$ cat src/pdes_pkg.sv
// Shared types, constants and helper functions of the projectile step core.
package pdes_pkg;

  // Fixed-point constants
  localparam logic [19:0] G_Q16    = 20'd642908;
  localparam logic [31:0] RHO0_Q30 = 32'd1315333734;
  localparam logic [29:0] LN2_Q30  = 30'd744261118;
  localparam logic [31:0] PI_Q30   = 32'd3373259426;
  localparam logic [19:0] HEIGHT_K = 20'd728980;
  localparam logic [16:0] HALF_SEC = 17'd32768;
  localparam logic [40:0] DV_CAP   = 41'h100_0000_0000;
  localparam logic [51:0] EXP_BIAS = 52'h8_0000_0000_0000;
  localparam logic [31:0] ONE_Q30  = 32'h4000_0000;

  // Configuration register indexes
  localparam logic [2:0] REG_DRAG_EN   = 3'd0;
  localparam logic [2:0] REG_MASS      = 3'd1;
  localparam logic [2:0] REG_DRAG_COEF = 3'd2;
  localparam logic [2:0] REG_RADIUS    = 3'd3;
  localparam logic [2:0] REG_START_X   = 3'd4;
  localparam logic [2:0] REG_START_Y   = 3'd5;
  localparam logic [2:0] REG_LAUNCH_VX = 3'd6;
  localparam logic [2:0] REG_LAUNCH_VY = 3'd7;

  // Multiply operations of one step
  typedef enum logic [4:0] {
    OP_GDT, OP_R2, OP_AREA, OP_NUM, OP_AX2, OP_AY2, OP_HGT, OP_LN2,
    OP_TERM, OP_RECIP, OP_RHO, OP_KR, OP_G, OP_AXDT, OP_AYDT,
    OP_DVX, OP_DVY, OP_MVX, OP_MVY
  } op_t;

  typedef struct packed {
    logic       load;
    logic       issue;
    logic       commit;
    logic       vel;
    logic       pos;
    op_t        op;
    logic [3:0] j;
  } cmd_t;

  typedef struct packed {
    logic mul_done;
    logic div_busy;
    logic sqrt_busy;
    logic out_busy;
    logic drag_en;
  } sts_t;

  // ceil(2^34 / j): exact floor division by j for 30-bit dividends
  function automatic logic [34:0] recip_q34(input logic [3:0] j);
    logic [34:0] m;
    unique case (j)
      4'd1:    m = 35'd17179869184;
      4'd2:    m = 35'd8589934592;
      4'd3:    m = 35'd5726623062;
      4'd4:    m = 35'd4294967296;
      4'd5:    m = 35'd3435973837;
      4'd6:    m = 35'd2863311531;
      4'd7:    m = 35'd2454267027;
      4'd8:    m = 35'd2147483648;
      4'd9:    m = 35'd1908874354;
      4'd10:   m = 35'd1717986919;
      4'd11:   m = 35'd1561806290;
      4'd12:   m = 35'd1431655766;
      default: m = 35'd0;
    endcase
    return m;
  endfunction

  function automatic logic [31:0] sat_s32(input logic signed [42:0] v);
    logic [31:0] r;
    if (v > 43'sd2147483647) r = 32'h7fff_ffff;
    else if (v < -43'sd2147483648) r = 32'h8000_0000;
    else r = v[31:0];
    return r;
  endfunction

endpackage

$ cat src/pdes_ctrl.sv
// Controller: sequences the multiply operations of one step and the state updates.
module pdes_ctrl (
  input  logic           clk,
  input  logic           rst,
  input  logic           in_valid,
  output logic           in_ready,
  input  pdes_pkg::sts_t sts,
  output pdes_pkg::cmd_t cmd
);

  typedef enum logic [5:0] {
    S_IDLE  = 6'b000001,
    S_ISSUE = 6'b000010,
    S_WAIT  = 6'b000100,
    S_SYNC  = 6'b001000,
    S_VEL   = 6'b010000,
    S_POS   = 6'b100000
  } state_t;

  state_t          state, state_next;
  pdes_pkg::op_t   op, op_next;
  logic [3:0]      jcnt, jcnt_next;

  assign in_ready = (state == S_IDLE);

  always_comb begin
    state_next = state;
    op_next    = op;
    jcnt_next  = jcnt;
    cmd        = '0;
    cmd.op     = op;
    cmd.j      = jcnt;
    unique case (state)
      S_IDLE: begin
        if (in_valid) begin
          cmd.load   = 1'b1;
          op_next    = pdes_pkg::OP_GDT;
          state_next = S_ISSUE;
        end
      end
      S_ISSUE: begin
        cmd.issue  = 1'b1;
        state_next = S_WAIT;
      end
      S_WAIT: begin
        if (sts.mul_done) begin
          cmd.commit = 1'b1;
          state_next = S_ISSUE;
          unique case (op)
            pdes_pkg::OP_GDT: begin
              if (sts.drag_en) op_next = pdes_pkg::OP_R2;
              else state_next = S_VEL;
            end
            pdes_pkg::OP_R2:    op_next = pdes_pkg::OP_AREA;
            pdes_pkg::OP_AREA:  op_next = pdes_pkg::OP_NUM;
            pdes_pkg::OP_NUM:   op_next = pdes_pkg::OP_AX2;
            pdes_pkg::OP_AX2:   op_next = pdes_pkg::OP_AY2;
            pdes_pkg::OP_AY2:   op_next = pdes_pkg::OP_HGT;
            pdes_pkg::OP_HGT:   op_next = pdes_pkg::OP_LN2;
            pdes_pkg::OP_LN2: begin
              op_next   = pdes_pkg::OP_TERM;
              jcnt_next = 4'd1;
            end
            pdes_pkg::OP_TERM:  op_next = pdes_pkg::OP_RECIP;
            pdes_pkg::OP_RECIP: begin
              if (jcnt == 4'd12) begin
                op_next = pdes_pkg::OP_RHO;
              end else begin
                op_next   = pdes_pkg::OP_TERM;
                jcnt_next = jcnt + 4'd1;
              end
            end
            pdes_pkg::OP_RHO: begin
              op_next    = pdes_pkg::OP_KR;
              state_next = S_SYNC;
            end
            pdes_pkg::OP_KR:    op_next = pdes_pkg::OP_G;
            pdes_pkg::OP_G:     op_next = pdes_pkg::OP_AXDT;
            pdes_pkg::OP_AXDT:  op_next = pdes_pkg::OP_AYDT;
            pdes_pkg::OP_AYDT:  op_next = pdes_pkg::OP_DVX;
            pdes_pkg::OP_DVX:   op_next = pdes_pkg::OP_DVY;
            pdes_pkg::OP_DVY:   state_next = S_VEL;
            pdes_pkg::OP_MVX:   op_next = pdes_pkg::OP_MVY;
            pdes_pkg::OP_MVY:   state_next = S_POS;
            default:            state_next = S_IDLE;
          endcase
        end
      end
      S_SYNC: begin
        // hold until drag factor and speed are ready
        if (!sts.div_busy && !sts.sqrt_busy) state_next = S_ISSUE;
      end
      S_VEL: begin
        cmd.vel    = 1'b1;
        op_next    = pdes_pkg::OP_MVX;
        state_next = S_ISSUE;
      end
      S_POS: begin
        if (!sts.out_busy) begin
          cmd.pos    = 1'b1;
          state_next = S_IDLE;
        end
      end
      default: state_next = S_IDLE;
    endcase
  end

  always_ff @(posedge clk) begin
    if (rst) begin
      state <= S_IDLE;
      op    <= pdes_pkg::OP_GDT;
      jcnt  <= 4'd0;
    end else begin
      state <= state_next;
      op    <= op_next;
      jcnt  <= jcnt_next;
    end
  end

  a_accept_issue: assert property (@(posedge clk) disable iff (rst)
    (in_valid && in_ready) |=> (state == S_ISSUE && op == pdes_pkg::OP_GDT))
    else $error("accepted request did not start the gravity product");

  a_done_in_wait: assert property (@(posedge clk) disable iff (rst)
    sts.mul_done |-> (state == S_WAIT))
    else $error("multiplier finished outside the wait state");

  a_sync_release: assert property (@(posedge clk) disable iff (rst)
    (state == S_SYNC && !sts.div_busy && !sts.sqrt_busy)
      |=> (state == S_ISSUE && op == pdes_pkg::OP_KR))
    else $error("sync did not release into the drag product");

  a_series_range: assert property (@(posedge clk) disable iff (rst)
    (state == S_ISSUE && (op == pdes_pkg::OP_RECIP || op == pdes_pkg::OP_TERM))
      |-> (jcnt >= 4'd1 && jcnt <= 4'd12))
    else $error("series index out of range");

endmodule

$ cat config.mk
export PLATFORM = sky130hd
export DESIGN_NAME = pdes_ctrl
export DESIGN_NICKNAME = d
export VERILOG_FILES = /design/src/pdes_pkg.sv /design/src/pdes_ctrl.sv
export SDC_FILE = /design/constraint.sdc
export NUM_CORES = 1
export LEC_CHECK = 0
export ABC_AREA = 1
export BUFFER_PORTS_ARGS = -buffer_cell sky130_fd_sc_hd__buf_2
export CAP_MARGIN = 25
export CORE_ASPECT_RATIO = 0.8
export CORE_MARGIN = 2
export CORE_UTILIZATION = 59
export CTS_CLUSTER_DIAMETER = 100
export CTS_CLUSTER_SIZE = 14
export DETAILED_ROUTE_END_ITERATION = 12
export PLACE_DENSITY = 0.8
export SYNTH_ARGS = -nofsm -noshare
export SYNTH_HDL_FRONTEND = slang
export SYNTH_SLANG_ARGS = --single-unit
$ cat constraint.sdc
create_clock -name clk -period 2.66 [get_ports clk]
set_clock_uncertainty 0.05 [all_clocks]
set_input_delay 0.665 -clock clk [delete_from_list [all_inputs] [get_ports clk]]
set_output_delay 0.665 -clock clk [all_outputs]
set_load 0.01 [all_outputs]
Word level (Yosys, flattened, before mapping):

Cells that the tools add are included.

* register bits: 15
* bits in read-only memories: 0
* memories kept: 0
* output and inout bits: 15
* word-level logic and storage cells: 69
* bits in latches: 0
* RAM bits: 0
* bits of input ports: 8

* bitwise logic cells: 0
* equal/unequal tests: 32
* shift operators: 0
* mux-type cells: 23
* $lt $le $gt $ge: 0
* divide/modulo/power cells: 0
* $mul: 0
* $add $sub $neg: 1
* reductions and logical operators: 10

Operator list (count)
* one-hot mux 5 bit (17 select lines): 1
* equality test 5 x 4 -> 1 bit (second input constant): 8
* one-hot mux 6 bit (6 select lines): 1
* one-hot mux 6 bit (5 select lines): 1
* 2-to-1 mux 6 bit: 4
* equality test 5 x 3 -> 1 bit (second input constant): 4
* 2-to-1 mux 5 bit: 4
* inequality test 18 x 1 -> 1 bit (second input constant): 1
* equality test 5 bit (second input constant): 3
* one-hot mux 5 bit (3 select lines): 1
* OR reduction 15 bit: 1
* equality test 5 x 2 -> 1 bit (second input constant): 2
* inequality test 2 bit (second input constant): 5
* 2-to-1 mux 1 bit: 8
* one-hot mux 4 bit (2 select lines): 1
* AND reduction 4 bit: 2
* equality test 6 x 1 -> 1 bit (second input constant): 1
* equality test 6 x 2 -> 1 bit (second input constant): 1
* equality test 6 x 3 -> 1 bit (second input constant): 1
* equality test 6 x 4 -> 1 bit (second input constant): 1
* equality test 6 x 5 -> 1 bit (second input constant): 1
* equality test 6 bit (second input constant): 1
* equality test 5 x 1 -> 1 bit (second input constant): 1
* zero test 5 bit: 1
* other kinds (10): 11

Longest topological paths before layout:

Gate-level depths: netlist of the first run.

* depth after elaboration: 5
* mapped depth: 13
* depth with buffers taken out: 13

Worst setup path before layout of the first run:

OpenSTA, ideal clock, no wires.

* path kind: input to output
* from: in sts[4] (netlist bit)
* to: out cmd[11] (netlist bit)
* arrival: 0.933 ns
* data required time: 1.945 ns
* path slack: 1.012 ns
* stages: 2
* cell sequence: inv_1 nor2_2

RTL lines
* start, declared: line pdes_ctrl.sv:7 `input pdes_pkg::sts_t sts,`
* end, declared: line pdes_ctrl.sv:8 `output pdes_pkg::cmd_t cmd`

==> flow_metrics.env, run 1 <==
export IMPL_antenna_found_initial=0
export IMPL_min_period_over_period=0.816
export IMPL_cp_arrival_ns=1.46
export IMPL_cp_required_ns=1.95
export IMPL_insertion_delay_ns=0.29
export IMPL_syn_cell_area_um2=1260
export IMPL_cp_common_cell="nor2_1"
export IMPL_layout_drive_gt1_share=0.323
export IMPL_num_vias=1323
export IMPL_critPathMaxFanout=4
export IMPL_powerDensity_nw_per_um2=1080
export IMPL_hold_class="reg -> reg"
export IMPL_place_congestion=0.906
export IMPL_synth_fp_nets=205
export IMPL_synth_compound_area_share=0.0726
export IMPL_routed_via_density=5.42
export IMPL_timing_fmax_mhz=461
export IMPL_clock_sink_count=15
export IMPL_netlist_instances=195
export IMPL_ioPinCount=23
export IMPL_cts_root_buf="clkbuf_4"
export IMPL_fin_tns_setup_ns=0
export IMPL_layout_commonest_cell="nor2_1"
export IMPL_port_buffers=22
export IMPL_yosys_register_bits=15
export IMPL_postCtsSetupBuffers=0
export IMPL_area_growth_pct=12.4
export IMPL_ir_drop_mv=0.985
export IMPL_yosys_warnings=0
export IMPL_final_cell_mix="nor2_1 (44), nand2_1 (28), inv_1 (25)"
export IMPL_cts_tree="done"
export IMPL_drcViolationCount=0
export IMPL_grt_pass1_wl_mm=5.07
export IMPL_ant_nets=0
export IMPL_die_h_um=45.3
export IMPL_p_sw_mw=0.856
export IMPL_p_sw_frac=0.560
export IMPL_dr_pass1_iters=4
export IMPL_rows=14
export IMPL_maxSlewViolCount=0
export IMPL_synth_xor_area_frac=0
export IMPL_grt_overflow=0
export IMPL_dp_hpwl_mm=2.45
export IMPL_outcome="finished, final reports clean"
export IMPL_synthAdderAreaFrac=0.0199
export IMPL_grt_start_max_net_pins=10
export IMPL_leakagePower_nw=0.743
export IMPL_initial_core_util=0.647
export IMPL_grt_pass1_vias=1218
export IMPL_cts_hold_buf=0
export IMPL_cts_buffers=3
export IMPL_end_kind="primary output"
export IMPL_path_clk_slew_ns=0.09
export IMPL_maxSlewHeadroom=0.782
export IMPL_finalHoldViolations=0
export IMPL_wl_per_cell_um=12.2
export IMPL_period_minus_slack_ns=2.17
export IMPL_avgSynthCellArea_um2=6.45
export IMPL_total_power_mw=1.53
export IMPL_cts_resized=0
export IMPL_ys_seq_area_frac=0.239
export IMPL_fin_nets=231
export IMPL_setup_violations=0
export IMPL_synth_top_family_by_area="simple AND/OR/NAND/NOR gates"
export IMPL_ctsLongestPathBuffers=2
export IMPL_antenna_diode_count=0
export IMPL_seq_power_share=0.254
export IMPL_internal_power_mw=0.672
export IMPL_grt_util_all_layers=0.261
export IMPL_die_w_um=55.6
export IMPL_cp_start_kind="flop"
export IMPL_tightest_slew_ns=0.327
export IMPL_path_cells="inv_1 > nand2_1 > nor2_1 > nand3_1 > nor2_1 > buf_2"
export IMPL_htree_levels=1
export IMPL_crit_type="reg -> out"
export IMPL_die_area_um2=2520
export IMPL_crit_slowest_cell="dfxtp_1"
export IMPL_rsz0062_at_grt="no"
export IMPL_maxCapViolCount=0
export IMPL_muxShareOfSynthArea=0
export IMPL_crit_family="simple AND/OR/NAND/NOR gates"
export IMPL_drtIter0Drc=68
export IMPL_core_area_um2=1940
export IMPL_clock_power_share=0.088
export IMPL_routed_wl_mm=2.99
export IMPL_pwr_share_comb=0.658
export IMPL_nFillCells=164
export IMPL_critPathMaxStageDelay_ns=0.31
export IMPL_synth_simple_area_share=0.557
export IMPL_synth_cell_types=24
export IMPL_path_buf_inv=2
power groups by stage:
| stage | clock (mW) | combinational [mW] | sequential (mW) |
|---|---|---|---|
| CTS | 0.136 | 0.994 | 0.386 |
| global route | 0.146 | 1.13 | 0.400 |
| floorplan | 0 | 0.778 | 0.384 |
| detailed placement | 0 | 0.990 | 0.392 |
| finish | 0.134 | 1.01 | 0.389 |
| global placement | 0 | 0.962 | 0.385 |
Yosys cell counts:
library cell | number | share of area
a211oi_1 | 1 | 0.0060
a21oi_1 | 6 | 0.024
and3_1 | 1 | 0.0050
buf_6 | 1 | 0.0090
clkinv_2 | 1 | 0.0040
dfxtp_1 | 15 | 0.24
ha_1 | 2 | 0.020
inv_1 | 25 | 0.075
inv_2 | 8 | 0.024
nand2_1 | 28 | 0.084
nand2_2 | 10 | 0.050
nand2_4 | 4 | 0.036
nand3_1 | 9 | 0.036
nand3_2 | 4 | 0.032
nand3_4 | 3 | 0.042
nand4_1 | 7 | 0.035
nor2_1 | 44 | 0.13
nor2_2 | 6 | 0.030
nor2_4 | 6 | 0.054
nor3_1 | 2 | 0.0080
nor3_2 | 2 | 0.016
o21ai_0 | 6 | 0.024
o21ai_1 | 3 | 0.012
o21ai_2 | 1 | 0.0070
through the flow:
stage	setup slack [ns]	hold WS [ns]	instances	utilization	instance area (µm²)
floorplan	1.01	0.468	195	-	1260
global route	0.350	0.502	244	0.727	1410
finish	0.489	0.480	244	0.727	1410
detailed placement	0.778	0.470	240	0.713	1390
global placement	0.788	0.452	240	0.713	1390
CTS	0.535	0.489	244	0.727	1410
final timing paths:
kind                            startpoint      end  slack, ns  depth (start not counted)
worst max-delay path              state[2]  cmd[13]       0.49                          6
worst min-delay path               jcnt[1]  jcnt[1]       0.48                          2
worst min register to register     jcnt[1]  jcnt[1]       0.48                          2
worst max register to register       op[1]    op[2]       0.95                         11
sequential cells by signal, summed over array words and instances, names as in the netlist:
register	cells
jcnt	4
op	5
state	6
area by class of cell:
class                      count  area, µm²  share of cell area
clock buffer                   3       22.5              0.0159
clock inverter                 1       5.00             0.00354
inverter                      34        129              0.0912
multi-input combinational    145        817               0.578
sequential                    15        300               0.212
tap                           24       30.0              0.0212
timing repair buffer          22        110              0.0779
worst reg2reg max path: cells and delay by family (launching register included):
| family | cells | cell delay, ns |
|---|---|---|
| DFF | 1 | 0.52 |
| buffers and inverters | 2 | 0.22 |
| and+or+nand+nor | 9 | 0.83 |
kinds of logic after synthesis:
kind of cell / count (synthesis)
flip-flops: 15
AO/OA/AOI/OAI: 17
buffers and inverters: 35
AND/OR/NAND/NOR: 126
adder cells (fa/ha/maj): 2
per-layer routing:
layer	share of wire	global-route usage
met5	0	0
met4	0.014	0.0927
met3	0.082	0.0602
met2	0.46	0.438
met1	0.44	0.336
(Power assumes the default switching activity.)
==> run 2, diff against run 1 <==
ABC_AREA = 0   (was 1)
CORE_UTILIZATION = 50   (was 59)
PLACE_DENSITY = 0.72   (was 0.8)
clock period = 1.9 ns   (was 2.66 ns; I/O delays follow)
==> flow_metrics.env, run 2 <==
export IMPL_outcome="finished, violations left"
export IMPL_violations="negative setup slack"
export IMPL_dp_hpwl_mm=2.48
export IMPL_period_minus_slack_ns=2.10
export IMPL_grt_util_all_layers=0.254
export IMPL_crit_type="reg -> out"
export IMPL_synthArstFlopShare=0
export IMPL_total_power_mw=1.16
export IMPL_rrSetupSlack_ns=-0.15
export IMPL_ir_drop_mv=0.606
export IMPL_fin_util=0.648
export IMPL_tightest_slew_ns=0.359
export IMPL_p_sw_frac=0.393
export IMPL_ctsLongestPathBuffers=2
export IMPL_htree_levels=1
export IMPL_initial_core_util=0.522
export IMPL_post_route_cell_area_um2=1570
export IMPL_place_inst=204
export IMPL_layout_drive_gt1_share=0.384
export IMPL_avgSynthCellArea_um2=8.60
export IMPL_area_growth_pct=24.3
export IMPL_ys_seq_area_frac=0.238
export IMPL_internal_power_mw=0.704
export IMPL_cp_startpoint="state[3]"
export IMPL_crit_slowest_cell="or4_4"
export IMPL_rsz0062_at_grt="yes"
export IMPL_grt_overflow=0
export IMPL_die_h_um=49.0
export IMPL_hold_class="reg -> reg"
export IMPL_die_area_um2=2950
export IMPL_cp_arrival_ns=1.57
export IMPL_final_cell_mix="buf_2 (19), buf_4 (15), dfxtp_1 (12)"
export IMPL_syn_cell_area_um2=1260
export IMPL_critical_path_depth=4
export IMPL_leakagePower_nw=0.664
export IMPL_synth_cell_types=58
export IMPL_synth_fp_nets=157
export IMPL_regMostFlops="state"
export IMPL_path_buf_inv=1
export IMPL_finalHoldViolations=0
export IMPL_maxSlewHeadroom=0.759
export IMPL_cts_root_buf="clkbuf_4"
export IMPL_setup_violations=11
export IMPL_synth_ff_type="dfxtp_1"
export IMPL_preCtsSetupSlack_ns=0.0259
export IMPL_hold_ws_ns=0.472
export IMPL_reg2reg_to="op[1]"
export IMPL_fin_ws_ns=-0.199
export IMPL_yosys_top_cells_count="dfxtp_1 (15), nor2_1 (12), nand2_1 (8), o21ai_0 (8), inv_1 (7)"
export IMPL_path_clk_slew_ns=0.10
export IMPL_yosys_register_bits=15
export IMPL_placed_area_um2=1420
export IMPL_critPathMaxStageDelay_ns=0.57
export IMPL_clock_sink_count=15
export IMPL_routed_via_density=6.00
export IMPL_cts_hold_buf=0
export IMPL_dr_pass1_iters=5
export IMPL_clock_power_share=0.159
export IMPL_yosys_warnings=0
export IMPL_grt_start_max_net_pins=14
export IMPL_p_sw_mw=0.455
export IMPL_rows=16
export IMPL_rr_startpoint="state[3]"
export IMPL_layout_commonest_cell="buf_2"
export IMPL_seq_power_share=0.305
export IMPL_cts_buffers=3
export IMPL_netlist_instances=147
export IMPL_grt_pass1_vias=1190
export IMPL_crit_end="cmd[13]"
export IMPL_end_kind="primary output"
export IMPL_synth_edf_count=0
export IMPL_path_cells="or4_4 > nor2_4 > and2_4 > buf_6"
export IMPL_insertion_delay_ns=0.29
export IMPL_fin_tns_setup_ns=-1.11
export IMPL_top_regs="state (6), op (5), jcnt (4)"
export IMPL_antenna_found_initial=0
export IMPL_yosysTopAreaCellShare=0.238
export IMPL_maxSlewViolCount=0
export IMPL_wl_per_cell_um=15.8
export IMPL_maxCapViolCount=0
export IMPL_largest_reg_flops=6
export IMPL_min_period_over_period=1.10
export IMPL_antenna_diode_count=0
export IMPL_synth_top_area_cell="dfxtp_1"
export IMPL_timing_fmax_mhz=476
export IMPL_cp_required_ns=1.37
export IMPL_core_area_um2=2420
export IMPL_yosysMostFrequentCell="dfxtp_1"
export IMPL_ioPinCount=23
export IMPL_reg2reg_depth=6
export IMPL_routed_wl_mm=3.36
export IMPL_synthTopCellsByArea="dfxtp_1 (24%), nor2_1 (3.6%), o21ai_0 (3.2%)"
export IMPL_powerDensity_nw_per_um2=738
export IMPL_port_buffers=22
export IMPL_pwr_share_comb=0.536
export IMPL_cp_start_kind="flop"
export IMPL_drcViolationCount=0
export IMPL_num_vias=1279
export IMPL_place_congestion=0.888
export IMPL_grt_pass1_wl_mm=5.77
export IMPL_ant_nets=0
export IMPL_final_cells=213
export IMPL_cts_tree="done"
export IMPL_crit_family="simple AND/OR/NAND/NOR gates"
export IMPL_fin_nets=188
export IMPL_critPathMaxFanout=3
export IMPL_die_w_um=60.2
export IMPL_drtIter0Drc=74
run 2: cell count changes after synthesis, moves of 5 or more:
| cell | delta |
|---|---|
| nor2_1 | -32 |
| nand2_1 | -20 |
| inv_1 | -18 |
| nand2_2 | -10 |
| inv_2 | -8 |
| nor2_2 | -6 |
| nor2_4 | -6 |
| buf_4 | +5 |
| nand4_1 | -5 |
run 2: how the worst min path moves through the flow:
stage	startpoint	endpoint	slack (ns)	depth (start not counted)
after detailed placement	jcnt[3]	jcnt[3]	0.46	1
after global routing	sts[1]	state[5]	0.48	3
final	op[0]	op[0]	0.47	2
after global placement	op[0]	op[0]	0.45	2
after CTS	jcnt[3]	jcnt[3]	0.47	1
after floorplan	jcnt[3]	jcnt[3]	0.49	1
run 2: cell families after synthesis:
| logic type | after synthesis | synth area share |
|---|---|---|
| simple gates | 64 | 0.324 |
| compound gates | 40 | 0.283 |
| buf+inv | 21 | 0.0980 |
| flops | 15 | 0.238 |
| mux | 3 | 0.0238 |
| xor+xnor | 2 | 0.0139 |
| fa+ha+maj | 2 | 0.0198 |
run 2: final cells by class:
class,count,area (µm²)
inverters,7,26.3
clock inverters,1,5.00
well taps,36,45.0
fillers,189,852
clock buffers,3,22.5
repair buffers,40,275
flip-flops and latches,15,304
multi-input cells,111,892
run 2: what timing repair did:
action                                  in CTS  in global routing
resized for setup                           10                 11
pin swaps                                    7                  8
cloned                                       0                  0
setup buffers                                3                  2
endpoints found under the hold margin        0                  0
endpoints found under the setup margin       7                 12
run 2: power by group through the flow:
stage / clock network [mW] / logic, mW / registers (mW)
after floorplan: 0 / 0.389 / 0.348
after global placement: 0 / 0.465 / 0.354
after detailed placement: 0 / 0.477 / 0.354
after CTS: 0.190 / 0.539 / 0.347
after global routing: 0.205 / 0.666 / 0.354
final: 0.184 / 0.622 / 0.353
run 2: worst reg2reg max path: stages, from the launching register on:
cell and delay [ns]:
dfxtp_2 0.33, or4_4 0.57, buf_4 0.16, buf_6 0.11, or3_4 0.39, o2111ai_4 0.12, mux2i_1 0.24
run 2: per-layer routing:
layer	part of all wire	GRT usage	vias up
met1	0.47	0.376	612
met3	0.054	0.0477	2
met5	0	0	-
met4	0.0062	0.0407	0
met2	0.47	0.386	49
li1	-	-	616
